### config.mk
export PLATFORM = sky130hd
export DESIGN_NAME = http_response_framer_unit
export DESIGN_NICKNAME = d
export VERILOG_FILES = /design/src/design/hrf_pkg.sv /design/src/design/hrf_front.sv /design/src/design/hrf_queue.sv /design/src/design/hrf_back.sv /design/src/design/http_response_framer_unit.sv
export SDC_FILE = /design/constraint.sdc
export NUM_CORES = 1
export LEC_CHECK = 0
export BUFFER_PORTS_ARGS = -buffer_cell sky130_fd_sc_hd__buf_2
export CAP_MARGIN = 20
export CORE_MARGIN = 2
export CORE_UTILIZATION = 55
export CTS_BUF_LIST = sky130_fd_sc_hd__clkbuf_16
export DETAILED_ROUTE_END_ITERATION = 7
export PLACE_DENSITY = 0.72
export SYNTH_ARGS = -nofsm -noshare
export SYNTH_HDL_FRONTEND = slang
export SYNTH_SLANG_ARGS = --single-unit
### constraint.sdc
create_clock -name clk -period 14.9 [get_ports clk]
set_input_delay 0.745 -clock clk [delete_from_list [all_inputs] [get_ports clk]]
set_output_delay 0.745 -clock clk [all_outputs]
set_load 0.005 [all_outputs]
### src/design/hrf_pkg.sv
// Shared types and constants for the HTTP response framer.
package hrf_pkg;

    parameter int HEADER_BYTES_DEF = 512;
    parameter int QUEUE_DEPTH      = 2;
    parameter int KW_LEN           = 15;

    // "Content-Length:"
    parameter logic [7:0] KW_TEXT [KW_LEN] = '{
        8'h43, 8'h6F, 8'h6E, 8'h74, 8'h65, 8'h6E, 8'h74, 8'h2D,
        8'h4C, 8'h65, 8'h6E, 8'h67, 8'h74, 8'h68, 8'h3A
    };

    parameter logic [7:0] CHAR_CR    = 8'h0D;
    parameter logic [7:0] CHAR_LF    = 8'h0A;
    parameter logic [7:0] CHAR_SPACE = 8'h20;
    parameter logic [7:0] CHAR_ZERO  = 8'h30;
    parameter logic [7:0] CHAR_NINE  = 8'h39;

    typedef struct packed {
        logic              is_cr;
        logic              is_lf;
        logic              is_space;
        logic              is_digit;
        logic [3:0]        digit;
        logic [KW_LEN-1:0] kw_hit;
    } item_t;

endpackage

### src/design/hrf_front.sv
// Front end: accepts received bytes and classifies them for the framer.
module hrf_front
(
    input  logic          rx_valid,
    output logic          rx_ready,
    input  logic [7:0]    rx_byte,
    output logic          push,
    output hrf_pkg::item_t push_item,
    input  logic          q_full
);

    logic [7:0] digit_raw;

    assign rx_ready  = !q_full;
    assign push      = rx_valid && !q_full;
    assign digit_raw = rx_byte - hrf_pkg::CHAR_ZERO;

    always_comb
    begin
        push_item.is_cr    = (rx_byte == hrf_pkg::CHAR_CR);
        push_item.is_lf    = (rx_byte == hrf_pkg::CHAR_LF);
        push_item.is_space = (rx_byte == hrf_pkg::CHAR_SPACE);
        push_item.is_digit = (rx_byte >= hrf_pkg::CHAR_ZERO) &&
                             (rx_byte <= hrf_pkg::CHAR_NINE);
        push_item.digit    = digit_raw[3:0];
        for (int i = 0; i < hrf_pkg::KW_LEN; i++)
        begin
            push_item.kw_hit[i] = (rx_byte == hrf_pkg::KW_TEXT[i]);
        end
    end

endmodule

### src/design/hrf_queue.sv
// Short FIFO of classified bytes between front end and framer.
module hrf_queue
(
    input  logic           clk,
    input  logic           rst_n,
    input  logic           push,
    input  hrf_pkg::item_t push_item,
    output logic           full,
    output logic           head_valid,
    output hrf_pkg::item_t head_item,
    input  logic           pop
);

    localparam int PTR_W = (hrf_pkg::QUEUE_DEPTH > 1) ? $clog2(hrf_pkg::QUEUE_DEPTH) : 1;
    localparam int CNT_W = $clog2(hrf_pkg::QUEUE_DEPTH + 1);

    hrf_pkg::item_t slot_reg [hrf_pkg::QUEUE_DEPTH];
    logic [PTR_W-1:0] wr_ptr_reg, wr_ptr_next;
    logic [PTR_W-1:0] rd_ptr_reg, rd_ptr_next;
    logic [CNT_W-1:0] count_reg, count_next;

    assign full       = (count_reg == CNT_W'(hrf_pkg::QUEUE_DEPTH));
    assign head_valid = (count_reg != '0);
    assign head_item  = slot_reg[rd_ptr_reg];

    always_comb
    begin
        wr_ptr_next = wr_ptr_reg;
        rd_ptr_next = rd_ptr_reg;
        count_next  = count_reg;
        if (push)
        begin
            wr_ptr_next = (wr_ptr_reg == PTR_W'(hrf_pkg::QUEUE_DEPTH - 1)) ? '0
                        : wr_ptr_reg + PTR_W'(1);
        end
        if (pop)
        begin
            rd_ptr_next = (rd_ptr_reg == PTR_W'(hrf_pkg::QUEUE_DEPTH - 1)) ? '0
                        : rd_ptr_reg + PTR_W'(1);
        end
        if (push && !pop)
        begin
            count_next = count_reg + CNT_W'(1);
        end
        else if (pop && !push)
        begin
            count_next = count_reg - CNT_W'(1);
        end
    end

    always_ff @(posedge clk or negedge rst_n)
    begin
        if (!rst_n)
        begin
            wr_ptr_reg <= '0;
            rd_ptr_reg <= '0;
            count_reg  <= '0;
        end
        else
        begin
            wr_ptr_reg <= wr_ptr_next;
            rd_ptr_reg <= rd_ptr_next;
            count_reg  <= count_next;
        end
    end

    always_ff @(posedge clk)
    begin
        if (push)
        begin
            slot_reg[wr_ptr_reg] <= push_item;
        end
    end

`ifndef ASSERT_OFF
    a_count_bound: assert property (@(posedge clk) disable iff (!rst_n)
        count_reg <= CNT_W'(hrf_pkg::QUEUE_DEPTH))
        else $error("queue count beyond depth");
    a_no_overflow: assert property (@(posedge clk) disable iff (!rst_n)
        full |-> !push)
        else $error("push into full queue");
    a_no_underflow: assert property (@(posedge clk) disable iff (!rst_n)
        !head_valid |-> !pop)
        else $error("pop from empty queue");
`endif

endmodule

### src/design/hrf_back.sv
// Framer back end: header scan, length parse, body count and result register.
module hrf_back
#(
    parameter int HEADER_BYTES = hrf_pkg::HEADER_BYTES_DEF
)
(
    input  logic           clk,
    input  logic           rst_n,
    input  logic           q_valid,
    input  hrf_pkg::item_t q_item,
    output logic           q_pop,
    output logic           res_valid,
    input  logic           res_ready,
    output logic           header_done,
    output logic           response_done,
    output logic           close_request,
    output logic [31:0]    body_length
);

    localparam int HC_W = $clog2(HEADER_BYTES + 1);

    localparam logic [4:0] POS_IDLE   = 5'd0;
    localparam logic [4:0] POS_SPACES = 5'd15;
    localparam logic [4:0] POS_DIGITS = 5'd16;

    // blank-line tracker codes
    localparam logic [2:0] NL_NONE     = 3'd0;
    localparam logic [2:0] NL_CR       = 3'd1;
    localparam logic [2:0] NL_CRLF     = 3'd2;
    localparam logic [2:0] NL_CRLFCR   = 3'd3;
    localparam logic [2:0] NL_LF       = 3'd4;

    logic            in_body_reg, in_body_next;
    logic [4:0]      kw_pos_reg, kw_pos_next;
    logic            line_start_reg, line_start_next;
    logic [2:0]      nl_reg, nl_next;
    logic [31:0]     length_reg, length_next;
    logic [HC_W-1:0] hdr_cnt_reg, hdr_cnt_next;
    logic [31:0]     body_cnt_reg, body_cnt_next;

    logic            res_valid_reg, res_valid_next;
    logic            hdone_reg, hdone_next;
    logic            rdone_reg, rdone_next;
    logic            close_reg, close_next;
    logic [31:0]     len_out_reg, len_out_next;

    logic            hdr_end;
    logic            clear;
    logic [35:0]     len_x10;
    logic [31:0]     len_digit;
    logic [31:0]     body_inc;
    logic [HC_W-1:0] hdr_inc;

    assign q_pop = q_valid && (!res_valid_reg || res_ready);

    assign res_valid     = res_valid_reg;
    assign header_done   = hdone_reg;
    assign response_done = rdone_reg;
    assign close_request = close_reg;
    assign body_length   = len_out_reg;

    // length * 10 + digit, saturating
    assign len_x10   = {1'b0, length_reg, 3'b000} + {3'b000, length_reg, 1'b0}
                     + {32'd0, q_item.digit};
    assign len_digit = (len_x10[35:32] != 4'd0) ? 32'hFFFF_FFFF : len_x10[31:0];
    assign body_inc  = (body_cnt_reg != 32'hFFFF_FFFF) ? body_cnt_reg + 32'd1
                     : body_cnt_reg;
    assign hdr_inc   = hdr_cnt_reg + HC_W'(1);

    always_comb
    begin
        in_body_next    = in_body_reg;
        kw_pos_next     = kw_pos_reg;
        line_start_next = line_start_reg;
        nl_next         = nl_reg;
        length_next     = length_reg;
        hdr_cnt_next    = hdr_cnt_reg;
        body_cnt_next   = body_cnt_reg;
        hdr_end         = 1'b0;
        clear           = 1'b0;
        hdone_next      = 1'b0;
        rdone_next      = 1'b0;
        close_next      = 1'b0;
        len_out_next    = length_reg;

        if (in_body_reg)
        begin
            body_cnt_next = body_inc;
            if (body_inc >= length_reg)
            begin
                rdone_next = 1'b1;
                clear      = 1'b1;
            end
        end
        else
        begin
            // blank-line detection
            if (q_item.is_cr)
            begin
                nl_next = (nl_reg == NL_CRLF) ? NL_CRLFCR : NL_CR;
            end
            else if (q_item.is_lf)
            begin
                if (nl_reg == NL_CR)
                begin
                    nl_next = NL_CRLF;
                end
                else if (nl_reg == NL_CRLFCR || nl_reg == NL_LF)
                begin
                    hdr_end = 1'b1;
                end
                else if (nl_reg == NL_NONE)
                begin
                    nl_next = NL_LF;
                end
                else
                begin
                    nl_next = NL_NONE;
                end
            end
            else
            begin
                nl_next = NL_NONE;
            end

            // keyword and number scan
            if (q_item.is_cr || q_item.is_lf)
            begin
                kw_pos_next     = POS_IDLE;
                line_start_next = 1'b1;
            end
            else
            begin
                line_start_next = 1'b0;
                if (kw_pos_reg >= 5'd1 && kw_pos_reg < POS_SPACES)
                begin
                    if (q_item.kw_hit[kw_pos_reg[3:0]])
                    begin
                        kw_pos_next = kw_pos_reg + 5'd1;
                        if (kw_pos_reg == POS_SPACES - 5'd1)
                        begin
                            length_next = 32'd0;
                        end
                    end
                    else
                    begin
                        kw_pos_next = POS_IDLE;
                    end
                end
                else if (kw_pos_reg == POS_SPACES)
                begin
                    if (q_item.is_digit)
                    begin
                        kw_pos_next = POS_DIGITS;
                        length_next = len_digit;
                    end
                    else if (!q_item.is_space)
                    begin
                        kw_pos_next = POS_IDLE;
                    end
                end
                else if (kw_pos_reg == POS_DIGITS)
                begin
                    if (q_item.is_digit)
                    begin
                        length_next = len_digit;
                    end
                    else
                    begin
                        kw_pos_next = POS_IDLE;
                    end
                end
                else if (kw_pos_reg == POS_IDLE && line_start_reg)
                begin
                    kw_pos_next = q_item.kw_hit[0] ? 5'd1 : POS_IDLE;
                end
                else
                begin
                    kw_pos_next = POS_IDLE;
                end
            end

            len_out_next = length_next;

            if (hdr_end)
            begin
                hdone_next = 1'b1;
                if (length_next == 32'd0)
                begin
                    close_next = 1'b1;
                    clear      = 1'b1;
                end
                else
                begin
                    in_body_next    = 1'b1;
                    body_cnt_next   = 32'd0;
                    hdr_cnt_next    = '0;
                    kw_pos_next     = POS_IDLE;
                    line_start_next = 1'b1;
                    nl_next         = NL_NONE;
                end
            end
            else
            begin
                hdr_cnt_next = hdr_inc;
                if (hdr_inc >= HC_W'(HEADER_BYTES))
                begin
                    close_next = 1'b1;
                    clear      = 1'b1;
                end
            end
        end

        if (clear)
        begin
            in_body_next    = 1'b0;
            kw_pos_next     = POS_IDLE;
            line_start_next = 1'b1;
            nl_next         = NL_NONE;
            length_next     = 32'd0;
            hdr_cnt_next    = '0;
            body_cnt_next   = 32'd0;
        end

        if (q_pop)
        begin
            res_valid_next = 1'b1;
        end
        else
        begin
            res_valid_next = res_valid_reg && !res_ready;
        end
    end

    always_ff @(posedge clk or negedge rst_n)
    begin
        if (!rst_n)
        begin
            in_body_reg    <= 1'b0;
            kw_pos_reg     <= POS_IDLE;
            line_start_reg <= 1'b1;
            nl_reg         <= NL_NONE;
            length_reg     <= 32'd0;
            hdr_cnt_reg    <= '0;
            body_cnt_reg   <= 32'd0;
            res_valid_reg  <= 1'b0;
        end
        else
        begin
            res_valid_reg <= res_valid_next;
            if (q_pop)
            begin
                in_body_reg    <= in_body_next;
                kw_pos_reg     <= kw_pos_next;
                line_start_reg <= line_start_next;
                nl_reg         <= nl_next;
                length_reg     <= length_next;
                hdr_cnt_reg    <= hdr_cnt_next;
                body_cnt_reg   <= body_cnt_next;
            end
        end
    end

    always_ff @(posedge clk)
    begin
        if (q_pop)
        begin
            hdone_reg   <= hdone_next;
            rdone_reg   <= rdone_next;
            close_reg   <= close_next;
            len_out_reg <= len_out_next;
        end
    end

`ifndef ASSERT_OFF
    a_done_exclusive: assert property (@(posedge clk) disable iff (!rst_n)
        (res_valid_reg && rdone_reg) |-> (!hdone_reg && !close_reg))
        else $error("response done together with header done or close");
    a_body_nonzero: assert property (@(posedge clk) disable iff (!rst_n)
        (res_valid_reg && hdone_reg && !close_reg) |-> (len_out_reg != 32'd0))
        else $error("body phase entered with zero length");
    a_rearm: assert property (@(posedge clk) disable iff (!rst_n)
        (q_pop && (rdone_next || close_next)) |=>
        (!in_body_reg && length_reg == 32'd0 && line_start_reg))
        else $error("framer not re-armed after completion or close");
    a_body_clean: assert property (@(posedge clk) disable iff (!rst_n)
        in_body_reg |-> (hdr_cnt_reg == '0 && kw_pos_reg == POS_IDLE))
        else $error("header scan state live during body");
`endif

endmodule

### src/design/http_response_framer_unit.sv
// Top level of the HTTP response framer: front end, queue and framer back end.
// A byte is written into the queue at the edge that accepts it; the framer step then writes its
// result into the result register, and that step waits while an earlier result is held by res_ready low.
// Throughput: one byte per cycle while no result is held; the framer back end updates all its state in a single step.
// Reset: asynchronous, active low; the framer returns to the header phase with no length,
// queue and result register empty. There is no clearing pass.
module http_response_framer_unit
#(
    parameter int HEADER_BYTES = hrf_pkg::HEADER_BYTES_DEF
)
(
    input  logic        clk,
    input  logic        rst_n,
    input  logic        rx_valid,
    output logic        rx_ready,
    input  logic [7:0]  rx_byte,
    output logic        res_valid,
    input  logic        res_ready,
    output logic        header_done,
    output logic        response_done,
    output logic        close_request,
    output logic [31:0] body_length
);

    logic           push;
    logic           q_full;
    logic           q_valid;
    logic           q_pop;
    hrf_pkg::item_t push_item;
    hrf_pkg::item_t head_item;

    hrf_front u_front
    (
        .rx_valid  (rx_valid),
        .rx_ready  (rx_ready),
        .rx_byte   (rx_byte),
        .push      (push),
        .push_item (push_item),
        .q_full    (q_full)
    );

    hrf_queue u_queue
    (
        .clk        (clk),
        .rst_n      (rst_n),
        .push       (push),
        .push_item  (push_item),
        .full       (q_full),
        .head_valid (q_valid),
        .head_item  (head_item),
        .pop        (q_pop)
    );

    hrf_back
    #(
        .HEADER_BYTES (HEADER_BYTES)
    )
    u_back
    (
        .clk           (clk),
        .rst_n         (rst_n),
        .q_valid       (q_valid),
        .q_item        (head_item),
        .q_pop         (q_pop),
        .res_valid     (res_valid),
        .res_ready     (res_ready),
        .header_done   (header_done),
        .response_done (response_done),
        .close_request (close_request),
        .body_length   (body_length)
    );

endmodule
; Word-level counts from Yosys, hierarchy flattened
; Memories as Yosys holds them, arrays and structs flattened.
; Index checks and enable logic that the tools add are counted.
[word_totals]
regBits = 124
ram_bits = 46
input_bits = 12
output_inout_bits = 37
elab_cells = 157
mem_count = 1
[memory_table]
columns = memory, depth, word_bits, rd, rd_clocked_by_memory_dff, write_ports, line
row1 = u_queue.slot_reg, 2, 23, 1, 0, 1, hrf_queue.sv:17  ; hrf_pkg::item_t slot_reg [hrf_pkg::QUEUE_DEPTH];
[classes]
n_addsub = 10
order_cmp = 7
n_eq_ne = 25
muxes = 73
reduce_logical = 26
[ops]
columns = cell, count
row1 = $mux W32, 16
row2 = $mux W5, 13
row3 = $eq A8 B7 Y1 const B, 8
row4 = $mux W10, 4
row5 = $add A35 B33 Y36, 1
row6 = $add A36 B4 Y36, 1
row7 = $add A32 B1 Y32 const B, 1
row8 = $ge A32 B32 Y1, 1
row9 = $logic_not A32 Y1, 1
row10 = $ne A32 B32 Y1 const B, 1
row11 = $mux W1, 27
row12 = $mux W3, 9
row13 = $eq A8 B6 Y1 const B, 3
row14 = $eq A8 B4 Y1 const B, 2
row15 = $add A10 B1 Y10 const B, 1
row16 = $eq A5 B4 Y1 const B, 2
row17 = $ge A10 B10 Y1 const B, 1
row18 = $ge A8 B6 Y1 const B, 1
row19 = $le A8 B6 Y1 const B, 1
row20 = $logic_and A1 B1 Y1, 8
row21 = $eq A3 B2 Y1 const B, 2
row22 = $mux W2, 3
row23 = $reduce_and A3 Y1, 2
row24 = $add A5 B1 Y5 const B, 1
row25 = other kinds (23), 31

; Longest topological paths before layout
; Gate-level depths: netlist (run 1).
[depth]
word_depth = 16
ltp_mapped = 24
ltp_nobuf = 23

; By module
; A second synthesis (run 1) with hierarchy kept.
[hier_totals]
cells_unflattened = 1235
hier_area_um2 = 12127.9
[modules_own_cells]
columns = mod, instances, cells_per_inst, area_per_inst_um2, seq_area_each_um2
row1 = hrf_back, 1, 1107, 9890.7, 3179.3
row2 = hrf_queue, 1, 88, 1951.9, 1481.4
row3 = hrf_front, 1, 40, 285.3, 0.0

; Worst setup path after synthesis (run 1)
; OpenSTA, ideal clock, no wires.
[synth_path]
kind = register to register
start = register u_queue.rd_ptr_reg
end = register u_back.length_reg[23]
setup_time_ns = 0.190
arrival_time_ns = 4.899
t_required_ns = 14.710
slack_ns = 9.811
path_stages_with_launch = 22
path_buffers = 4
synth_period_minus_slack_ns = 5.089
path_cell_list = dfrtp_1 buf_4 buf_4 buf_1 mux2_2 ha_1 ha_1 inv_1 fa_1 nand2b_1 a21o_1 a21oi_1 o211ai_1 a21oi_1 a22oi_1 mux2i_1 a31oi_1 nor4_2 a41oi_2 o21ai_4 buf_6 o22ai_2
[synth_via]
elab_chain_len = 15
[synth_lines]
columns = element, line
row1 = start: declaration, hrf_queue.sv:19  ; logic [PTR_W-1:0] rd_ptr_reg, rd_ptr_next;
row2 = start signal: assignment, hrf_queue.sv:62  ; rd_ptr_reg <= rd_ptr_next;
row3 = $mem_v2 Z2 W23 *, -
row4 = $add A36 B4 Y36, hrf_back.sv:64  ; + {32'd0, q_item.digit};
row5 = $reduce_bool A4 Y1, hrf_back.sv:65  ; assign len_digit = (len_x10[35:32] != 4'd0) ? 32'hFFFF_FFFF : len_x10[31:0];
row6 = $mux W32, hrf_back.sv:65
row7 = $mux W32, "hrf_back.sv:152, hrf_back.sv:164"
row8 = $mux W32, hrf_back.sv:162  ; else if (kw_pos_reg == POS_DIGITS)
row9 = $mux W32, hrf_back.sv:150  ; else if (kw_pos_reg == POS_SPACES)
row10 = $mux W32, hrf_back.sv:135  ; if (kw_pos_reg >= 5'd1 && kw_pos_reg < POS_SPACES)
row11 = $mux W32, hrf_back.sv:127  ; if (q_item.is_cr || q_item.is_lf)
row12 = $mux W32, hrf_back.sv:86  ; if (in_body_reg)
row13 = $logic_not A32 Y1, hrf_back.sv:188  ; if (length_next == 32'd0)
row14 = $mux W1, hrf_back.sv:188
row15 = $mux W1, hrf_back.sv:185  ; if (hdr_end)
row16 = $mux W1, hrf_back.sv:86
row17 = $mux W32 *, hrf_back.sv:214  ; if (clear)
row18 = end signal: assignment, hrf_back.sv:257  ; length_reg <= length_next;
row19 = end: declaration, hrf_back.sv:37  ; logic [31:0] length_reg, length_next;
; Mark *: on every way between the ends. The rest lies on a longest branch, timed or not. The select of a mux whose other input is x is not followed.
; A chain may end at the register's enable or synchronous reset.

; Final worst setup path (run 1)
[layout_path]
start = register u_queue.rd_ptr_reg
end = register u_back.length_reg[3]
; The elaborated chain is that of the path after synthesis.

==> out/summary.md, run 1 <==
Counting every instance in the synthesized netlist gives 1240. The detail route stage leaves a number of antenna-violating nets equal to 0. The count of distinct cell types in the synthesized netlist is 86, and the count of cells resized by post-cts repair is 0. For the initial antenna violation count, the log shows 0.

Overall die area: 22170 um2. The run finished with clean final reports. For this configuration, the core starts out at a cell density of 55.45%. By count the netlist is led by sky130_fd_sc_hd__nand2_1 (109), sky130_fd_sc_hd__ha_1 (103), sky130_fd_sc_hd__o21ai_0 (90). The number of I/O pins came out at 49.

The xor and xnor fraction of the mapped netlist area came out at 4.324%. From bottom edge to top edge, the die measures 148.9 um. In this run, post-CTS hold repair placed 0 buffers. After detailed routing, the number of vias per cell comes to 6.442. Across all register-to-register paths, the minimum setup slack is 7.98 ns.

The synthesized cell area is 11550 um2, and the critical path buffer and inverter count is 1. The routed layout has 10040 vias. The flip-flop and latch count after synthesis is 160, and the number of inserted filler cells in the final layout is 1846. The root buffer cell chosen for the clock tree is sky130_fd_sc_hd__clkbuf_16. Number of placed cells counting well taps: 1524. The tools report the final weighted congestion in routability-driven placement as 0.9737. The tightest min-delay check is of the input pin to async pin type.

Setup repair after global routing left no endpoint under its margin. The synthesis-to-layout area growth works out to 9.092%. The number of global-route vias before repair is 9493. Count of flip-flops with a built-in enable after synthesis: 71.

Among all flip-flop cells after synthesis, the most frequent one is sky130_fd_sc_hd__dfrtp_1. The number of detailed-routing iterations run before antenna repair came out at 6. In this run the number of cells on the critical path is 17.

The number of slew-limit violations in the final report is 0, and the CTS H-tree depth is 4. TritonCTS built the clock tree. The mux share of post-synthesis cell area was 2.016%; the power density normalized to cell area was 157.2 nW/um2.

Top cell family by delay on the critical path: compound AO/OA/AOI/OAI gates. The mean cell area of the mapped netlist was 9.311 um2. The tools report the kind of launch point of the worst setup path as a register.

Buffers inserted during clock tree synthesis total 17. The largest family of logic cells by synthesized area is compound AO/OA/AOI/OAI gates. The final net count was 1387; the horizontal die dimension was 148.9 um. The shortest period the worst path allows was 6.921 ns; the top achievable clock speed was 144.5 MHz. Summed over its instances, the top area cell type makes up 19.07% of the synthesized netlist area. Counting cells, the worst reg-to-reg path comes to 17. The largest single stage delay on the critical path is 1.02 ns.

Detailed placement finished with a half-perimeter wire length of 23270 um. The fraction of the mapped netlist area in simple logic gates was 16.17%. The tools report the signal arrival time at the worst endpoint as 7.17 ns. For the worst-skew pair, the clock arrives at the later sink with an insertion delay of 0.44 ns.

The slowest stage of the critical path belongs to the cell sky130_fd_sc_hd__dfrtp_1. After detailed routing, the average wire length per cell comes to 20.21 um. Clock-pin slew was measured on the worst setup and hold paths at 0.06 ns. The run gives 1357 as the total nets after synthesis. Across the routed clock network, the largest skew measured is 0.01219 ns.

After synthesis, the share of flip-flops with an asynchronous set or reset is 55.63%. The tools report the clock sink count as 160. The required time of the worst setup path came out at 15.15 ns. The post-route netlist has 11.22% of its cells at a drive strength greater than 1. The final critical path takes up 46.45% of the cycle.

For the setup TNS after final layout, the log shows 0 ns. For this block, the initial DRC count from the detailed router was 782. The number of endpoints failing setup at the final stage is 0. The critical path goes through mux2_2 -> ha_1 -> ha_1 -> inv_1 -> fa_1 -> nand2b_1 -> a21o_1 -> a21oi_1 -> o211ai_1 -> a21oi_1 -> a22oi_1 -> mux2i_1 -> nand2_1 -> o31ai_1 -> a41oi_2 -> o21ai_4 -> o22ai_1. After detailed routing, the number of remaining DRC violations is 0. The static leakage is 5.478 nW, and the cell row count is 53. Summed over all layers, the global routing overflow is 0. Summed over all instances, the cell type with the most area after synthesis is sky130_fd_sc_hd__dfrtp_1.

The overall routed net length is 31490 um, and the aggregate global-route resource usage is 28.99%. After floorplanning, the core was sized to cover 20820 um2. The setup path with the least slack is of type register to register. The run gives 0.1138 mV as the worst vdd rail ir drop. Yosys warning count: 0. The total of max-cap violations was 0.

The tools report the final cell count without fillers as 1558. The repair_antennas step left the layout with diodes totalling 0. The longest clock path from root to sink contains 2 buffers. The run gives 0 as the number of failing hold endpoints at the final stage. The first global-routing pass estimated 50400 um of wire. Entering global routing, the biggest net connects 70 pins.

The count of input and output buffers was 48. The register with the most flip-flops in the layout has 36 of them. The transition time at the pin with the least slew margin is 1.055 ns. The synthesized netlist devotes 23.73% of its cell area to compound gates. In this run the tightest slew margin relative to its limit is 29.42%. Along the worst path, the maximum fanout reaches 27.

Among all cell types in the netlist, the one instantiated most often is sky130_fd_sc_hd__nand2_1. The tools report the post-synthesis sequential area ratio as 37.77%. After synthesis, the cell types taking the most area are sky130_fd_sc_hd__dfrtp_1 (19%), sky130_fd_sc_hd__edfxtp_1 (18%), sky130_fd_sc_hd__ha_1 (11%). Kind of end point of the critical path: a register. The post-synthesis share of cell area spent on full adders, half adders and majority gates came out at 11.51%.

The number of setup buffers added after CTS is 0.
-- worst register-to-register path: cells and delay by family (launching register included) --
| kind | cells | cell delay [ns] |
|---|---|---|
| buffers and inverters | 1 | 0.06 |
| DFF | 1 | 1.02 |
| AOI/OAI and AO/OA | 9 | 2.85 |
| adders and majority gates | 3 | 0.86 |
| muxes | 2 | 1.08 |
| and+or+nand+nor | 2 | 0.87 |
-- path summary, 6_finish.rpt --
kind	end	startpoint
worst max-delay path	u_back.length_reg[3]$_DFFE_PN0P_	u_queue.rd_ptr_reg$_DFFE_PN0P_
worst min-delay path	u_back.length_reg[25]$_DFFE_PN0P_	rst_n
worst max register to register	u_back.length_reg[3]$_DFFE_PN0P_	u_queue.rd_ptr_reg$_DFFE_PN0P_
worst min register to register	u_back.hdr_cnt_reg[3]$_DFFE_PN0P_	u_back.hdr_cnt_reg[3]$_DFFE_PN0P_
max in group asynchronous	u_back.nl_reg[0]$_DFFE_PN0P_	rst_n
min in group clk	u_back.hdr_cnt_reg[3]$_DFFE_PN0P_	u_back.hdr_cnt_reg[3]$_DFFE_PN0P_
-- power by group --
group | total [W] | internal, W | switching, W
Clock | 0.000445 | 0.000262 | 0.000183
Sequential | 0.000683 | 0.000582 | 0.000101
Combinational | 0.000852 | 0.000310 | 0.000542
-- layout by cell type (no fill, tap or decap), types with 24 or more instances in the layout --
| cell type | n |
|---|---|
| sky130_fd_sc_hd__xnor2_1 | 39 |
| sky130_fd_sc_hd__o21ai_0 | 89 |
| sky130_fd_sc_hd__nand2_1 | 109 |
| sky130_fd_sc_hd__edfxtp_1 | 71 |
| sky130_fd_sc_hd__a21o_1 | 26 |
| sky130_fd_sc_hd__inv_1 | 79 |
| sky130_fd_sc_hd__ha_1 | 103 |
| sky130_fd_sc_hd__nor2_1 | 85 |
| sky130_fd_sc_hd__a21oi_1 | 85 |
| sky130_fd_sc_hd__nand3_1 | 34 |
| sky130_fd_sc_hd__a22o_1 | 24 |
| sky130_fd_sc_hd__nor3_1 | 24 |
| sky130_fd_sc_hd__dfrtp_1 | 88 |
| sky130_fd_sc_hd__buf_2 | 47 |
-- cell type report --
class / instances / area [um2] / share of cell area [%]
Tap cell: 275 / 344.1 / 2.732
Sequential cell: 160 / 4360 / 34.62
Clock buffer: 17 / 425.4 / 3.377
Timing Repair Buffer: 59 / 325.3 / 2.583
Multi-Input combinational cell: 952 / 6671 / 52.97
Clock inverter: 15 / 168.9 / 1.341
Inverter: 80 / 300.3 / 2.384
-- kinds of logic (layout without fill, tap and decap cells) --
| family | after synthesis | count (layout) |
|---|---|---|
| AOI/OAI and AO/OA | 396 | 396 |
| buffers and inverters | 128 | 171 |
| and+or+nand+nor | 373 | 373 |
| adders and majority gates | 105 | 105 |
| DFF | 160 | 160 |
| xor gates and xnor gates | 57 | 57 |
| muxes | 21 | 21 |
-- metal layers --
| layer | routed length [um] | track usage (%) | vias to the layer above |
|---|---|---|---|
| met2 | 15130 | 48.62 | 418 |
| met1 | 13000 | 37.30 | 4804 |
| li1 | - | - | 4722 |
| met5 | 0 | 0 | - |
| met4 | 1324 | 12.57 | 0 |
| met3 | 2039 | 4.526 | 92 |
-- through the flow --
step           instance area (um2)  hold WS [ns]  utilization, %  total power (W)  worst slack [ns]
2_1_floorplan                11550        0.4494               -         0.001268             9.811
3_3_place_gp                 11990        0.4818           57.57         0.001505             8.448
3_5_place_dp                 11990        0.4860           57.57         0.001525             8.223
4_1_cts                      12580        0.2318           60.42         0.001974             8.097
5_1_grt                      12600        0.2520           60.49         0.002093             7.539
6_report                     12600        0.2332           60.49         0.001981             7.979
No activity file was read; power rests on OpenSTA's default activity.
==> inputs of run 2 (changes only) <==
Settings changed: PLACE_DENSITY 0.72 to 0.75.
Clock period 14.9 ns to 5.9 ns, I/O delays scaled along.
==> out/summary.md, run 2 (synthesized netlist as in run 1, its figures left out) <==
The tools report the number of endpoints failing setup at the final stage as 0 (unchanged). For the worst slack after detailed placement, the log shows 0.4022 ns (-7.821 ns). Critical register-to-register path startpoint: u_back.body_cnt_reg[11]$_DFFE_PN0P_.

For the total number of vias, the log shows 10180 (+1.4%). The tools report the worst vdd rail ir drop as 0.2627 mV (+130%). Number of detailed-routing iterations run before antenna repair: 5 (-1). For the minimum setup slack among reg-to-reg paths, the log shows 0.37 ns (-7.61 ns). Overall die area: 22170 um2 (unchanged). The switching power share of the total came out at 42.62% (+0.88 points).

The run finished with clean final reports. The proportion of layout cells with a drive suffix above 1 works out to 12.03% (+0.81 points). The logs give 1529 (+0.33%) for the number of placed cells counting well taps and 0.9659 (-0.80%) for the final weighted congestion in routability-driven placement. Number of I/O pins: 49 (unchanged). The number of flip-flops in the largest register was 36 (unchanged); the share of the core filled with cells in the final layout was 60.52% (about the same).

The CTS H-tree depth was 4 (unchanged). The headroom to the max-slew limit was 22.99% (-6.4 points). The path with the worst hold slack has its endpoint at u_back.res_valid$_DFF_PN0_. For the required time of the worst setup path, the log shows 6.24 ns (-8.91 ns).

The most numerous cell on the critical path was sky130_fd_sc_hd__a21o_1. The sequential share of power was 34.5% (about the same); the detail-routed net length per standard cell was 20.33 um (+0.59%). The part of the power in combinational logic was 44.0% (+1.0 points); the shortest period the worst path allows was 5.531 ns (-1.390 ns). The critical path buffer and inverter count is 1 (unchanged). The kind of launch point of the worst setup path is a register. The number of failing hold endpoints at the final stage came out at 0 (unchanged). Counting instances, the worst hold path has a depth of 3.

Setup repair after global routing left no endpoint under its margin. The signal arrival time at the worst endpoint is 5.87 ns (-1.30 ns), and the initial antenna violation count is 0 (unchanged). The tools report the initial DRC count as 970 (+24%).

The global-route wire length before repair was 50360 um (about the same); the highest cell delay on the worst timing path was 0.45 ns (-0.57 ns). The worst clock skew on the final layout was 0.008507 ns (-0.003685 ns); the aggregate global-route resource usage was 29.03% (+0.041 points). The placeable core area is 20820 um2 (unchanged). The setup TNS after final layout was 0 ns (unchanged).

The power density normalized to cell area works out to 394.2 nW/um2 (+150%). Total congestion overflow after global routing: 0 (unchanged). Count of cells along the worst register-to-register path: 24 (+7). The path class of the tightest hold or removal check is input pin to register. TritonCTS built the clock tree. For this design, the slowest cell found on the critical path is sky130_fd_sc_hd__dfrtp_1. The transition time at the pin with the least slew margin was 1.151 ns (+0.09609 ns); the post-detailed-route via-to-cell ratio was 6.513 (+1.1%). The tools report the worst setup slack after layout as 0.3690 ns (-7.610 ns). The critical register-to-register path endpoint was u_back.length_reg[1]$_DFFE_PN0P_.

The tools report the start point of the worst hold path as res_ready. Walking the worst path, the cells encountered are and4_1 -> and3_1 -> nand4_1 -> nor3_1 -> nand2_1 -> and4_1 -> nand2b_1 -> nor2_1 -> nand2_1 -> xnor2_1 -> ha_1 -> a21o_1 -> a21o_1 -> a21o_1 -> a21o_1 -> a21o_1 -> a21o_1 -> a21oi_1 -> and2_1 -> a211oi_1 -> nor2_2 -> o21ai_4 -> buf_4 -> o22ai_1. In the layout the commonest cells are sky130_fd_sc_hd__nand2_1 (108), sky130_fd_sc_hd__ha_1 (103), sky130_fd_sc_hd__o21ai_0 (89). The tools report the post-CTS setup buffer count as 0 (unchanged). The tree is rooted in a sky130_fd_sc_hd__clkbuf_16. STA classifies the critical path endpoint as a register. The total of max-cap violations came out at 0 (unchanged). The number of slew-limit violations in the final report came out at 0 (unchanged). For the remaining antenna violation count, the log shows 0 (unchanged). The final net count is 1392 (+0.36%), and the height of the die is 148.9 um (unchanged). The clock group share of total power was 21.5% (-1.0 points); the final cell count without fillers was 1563 (+0.32%). Static leakage: 5.467 nW (-0.20%). On the critical path the largest part of the delay comes from simple AND/OR/NAND/NOR gates. Design internal power: 0.002850 W (+150%). Synthesis-to-layout area growth: 9.146% (about the same). The maximum number of pins on one net before global-route repair was 70 (unchanged). The placed wire-length estimate after detailed placement came out at 23320 um (+0.23%). The count of input and output buffers came out at 48 (unchanged). The largest fanout on the critical path was 27 (unchanged); the top achievable clock speed was 180.8 MHz (+25%). The overall routed net length was 31780 um (+0.92%). Leaving out fill and tap cells, the most frequent cell in the layout is sky130_fd_sc_hd__nand2_1.

The power consumption was 0.004967 W (+150%). The final cycle utilization of the critical path was 93.75% (+47 points); the count of antenna diodes in the layout was 0 (unchanged). The switching power of the nets came out at 0.002117 W (+160%).

The buffer depth of the longest clock path was 2 (unchanged). The tools report the clock sink count as 160 (unchanged). The total clock buffers created by CTS is 17 (unchanged).

For the number of global-route vias before repair, the log shows 9632 (+1.5%). Cell row count: 53 (unchanged). The run gives 0.43 ns (about the same) as the insertion delay of the later-clocked pin in the worst-skew pair. The number of remaining DRC errors is 0 (unchanged), and the horizontal die dimension is 148.9 um (unchanged).

The clock transition at the registers of the reported paths is 0.06 ns (about the same). The tools report the starting density of the core as 55.45% (unchanged). Critical setup path kind: register to register.
-- run 2: cell types whose count changed in the layout (fill, tap and decap cells not counted), moves of 2 or more --
cell,delta
sky130_fd_sc_hd__clkinvlp_4,+4
sky130_fd_sc_hd__bufinv_16,-2
sky130_fd_sc_hd__buf_4,+2
sky130_fd_sc_hd__clkinvlp_2,+2
sky130_fd_sc_hd__inv_6,+5
sky130_fd_sc_hd__clkinv_4,-5
sky130_fd_sc_hd__clkinv_1,-5
-- run 2: layout make-up --
| class | count | area, um2 |
|---|---|---|
| Tap cell | 275 | 344.1 |
| Clock inverter | 15 | 135.1 |
| Fill cell | 1777 | 8220 |
| Sequential cell | 160 | 4362 |
| Multi-Input combinational cell | 952 | 6676 |
| Timing Repair Buffer | 64 | 359.1 |
| Clock buffer | 17 | 425.4 |
| Inverter | 80 | 300.3 |
-- run 2: tightest hold or removal path: cells and delay by family --
family	cells	cell delay (ns)
AND/OR/NAND/NOR	2	0.15
buffers and inverters	1	0.07
-- run 2: how the worst max path moves through the flow --
stage | start | cells after the start | to | slack, ns
floorplan | u_queue.rd_ptr_reg$_DFFE_PN0P_ | 21 | u_back.length_reg[23]$_DFFE_PN0P_ | 0.81
global placement | u_queue.rd_ptr_reg$_DFFE_PN0P_ | 18 | u_back.length_reg[0]$_DFFE_PN0P_ | 0.55
detailed placement | u_back.body_cnt_reg[11]$_DFFE_PN0P_ | 24 | u_back.length_reg[3]$_DFFE_PN0P_ | 0.40
CTS | u_back.body_cnt_reg[11]$_DFFE_PN0P_ | 24 | u_back.length_reg[1]$_DFFE_PN0P_ | 0.32
global route | u_back.body_cnt_reg[11]$_DFFE_PN0P_ | 24 | u_back.length_reg[3]$_DFFE_PN0P_ | 0.03
finish | u_back.body_cnt_reg[11]$_DFFE_PN0P_ | 24 | u_back.length_reg[1]$_DFFE_PN0P_ | 0.37
-- run 2: what timing repair did --
| action | CTS | global route |
|---|---|---|
| gates resized for setup | 0 | 3 |
| hold endpoints to repair | 27 | 0 |
| endpoints found under the setup margin | 0 | 31 |
| hold buffers | 1 | 0 |
-- run 2: per-stage QoR --
stage               hold slack (ns)  area [um2]
finish                       0.1185       12600
global route                 0.1451       12600
CTS                          0.1070       12590
detailed placement           0.2325       12020
global placement             0.2381       12020
floorplan                -0.0005911       11550
-- run 2: power groups by stage --
stage	Sequential (W)	Combinational (W)	Clock [W]
global route	0.00174	0.00238	0.00112
global placement	0.00171	0.00208	0
finish	0.00171	0.00219	0.00107
CTS	0.00170	0.00215	0.00108
detailed placement	0.00172	0.00213	0
floorplan	0.00163	0.00157	0
-- run 2: metal layers --
metal | part of all wire, % | track usage [%]
met5 | 0 | 0
met4 | 4.4 | 13.81
met3 | 6.4 | 4.434
met2 | 47 | 46.94
met1 | 42 | 38.42
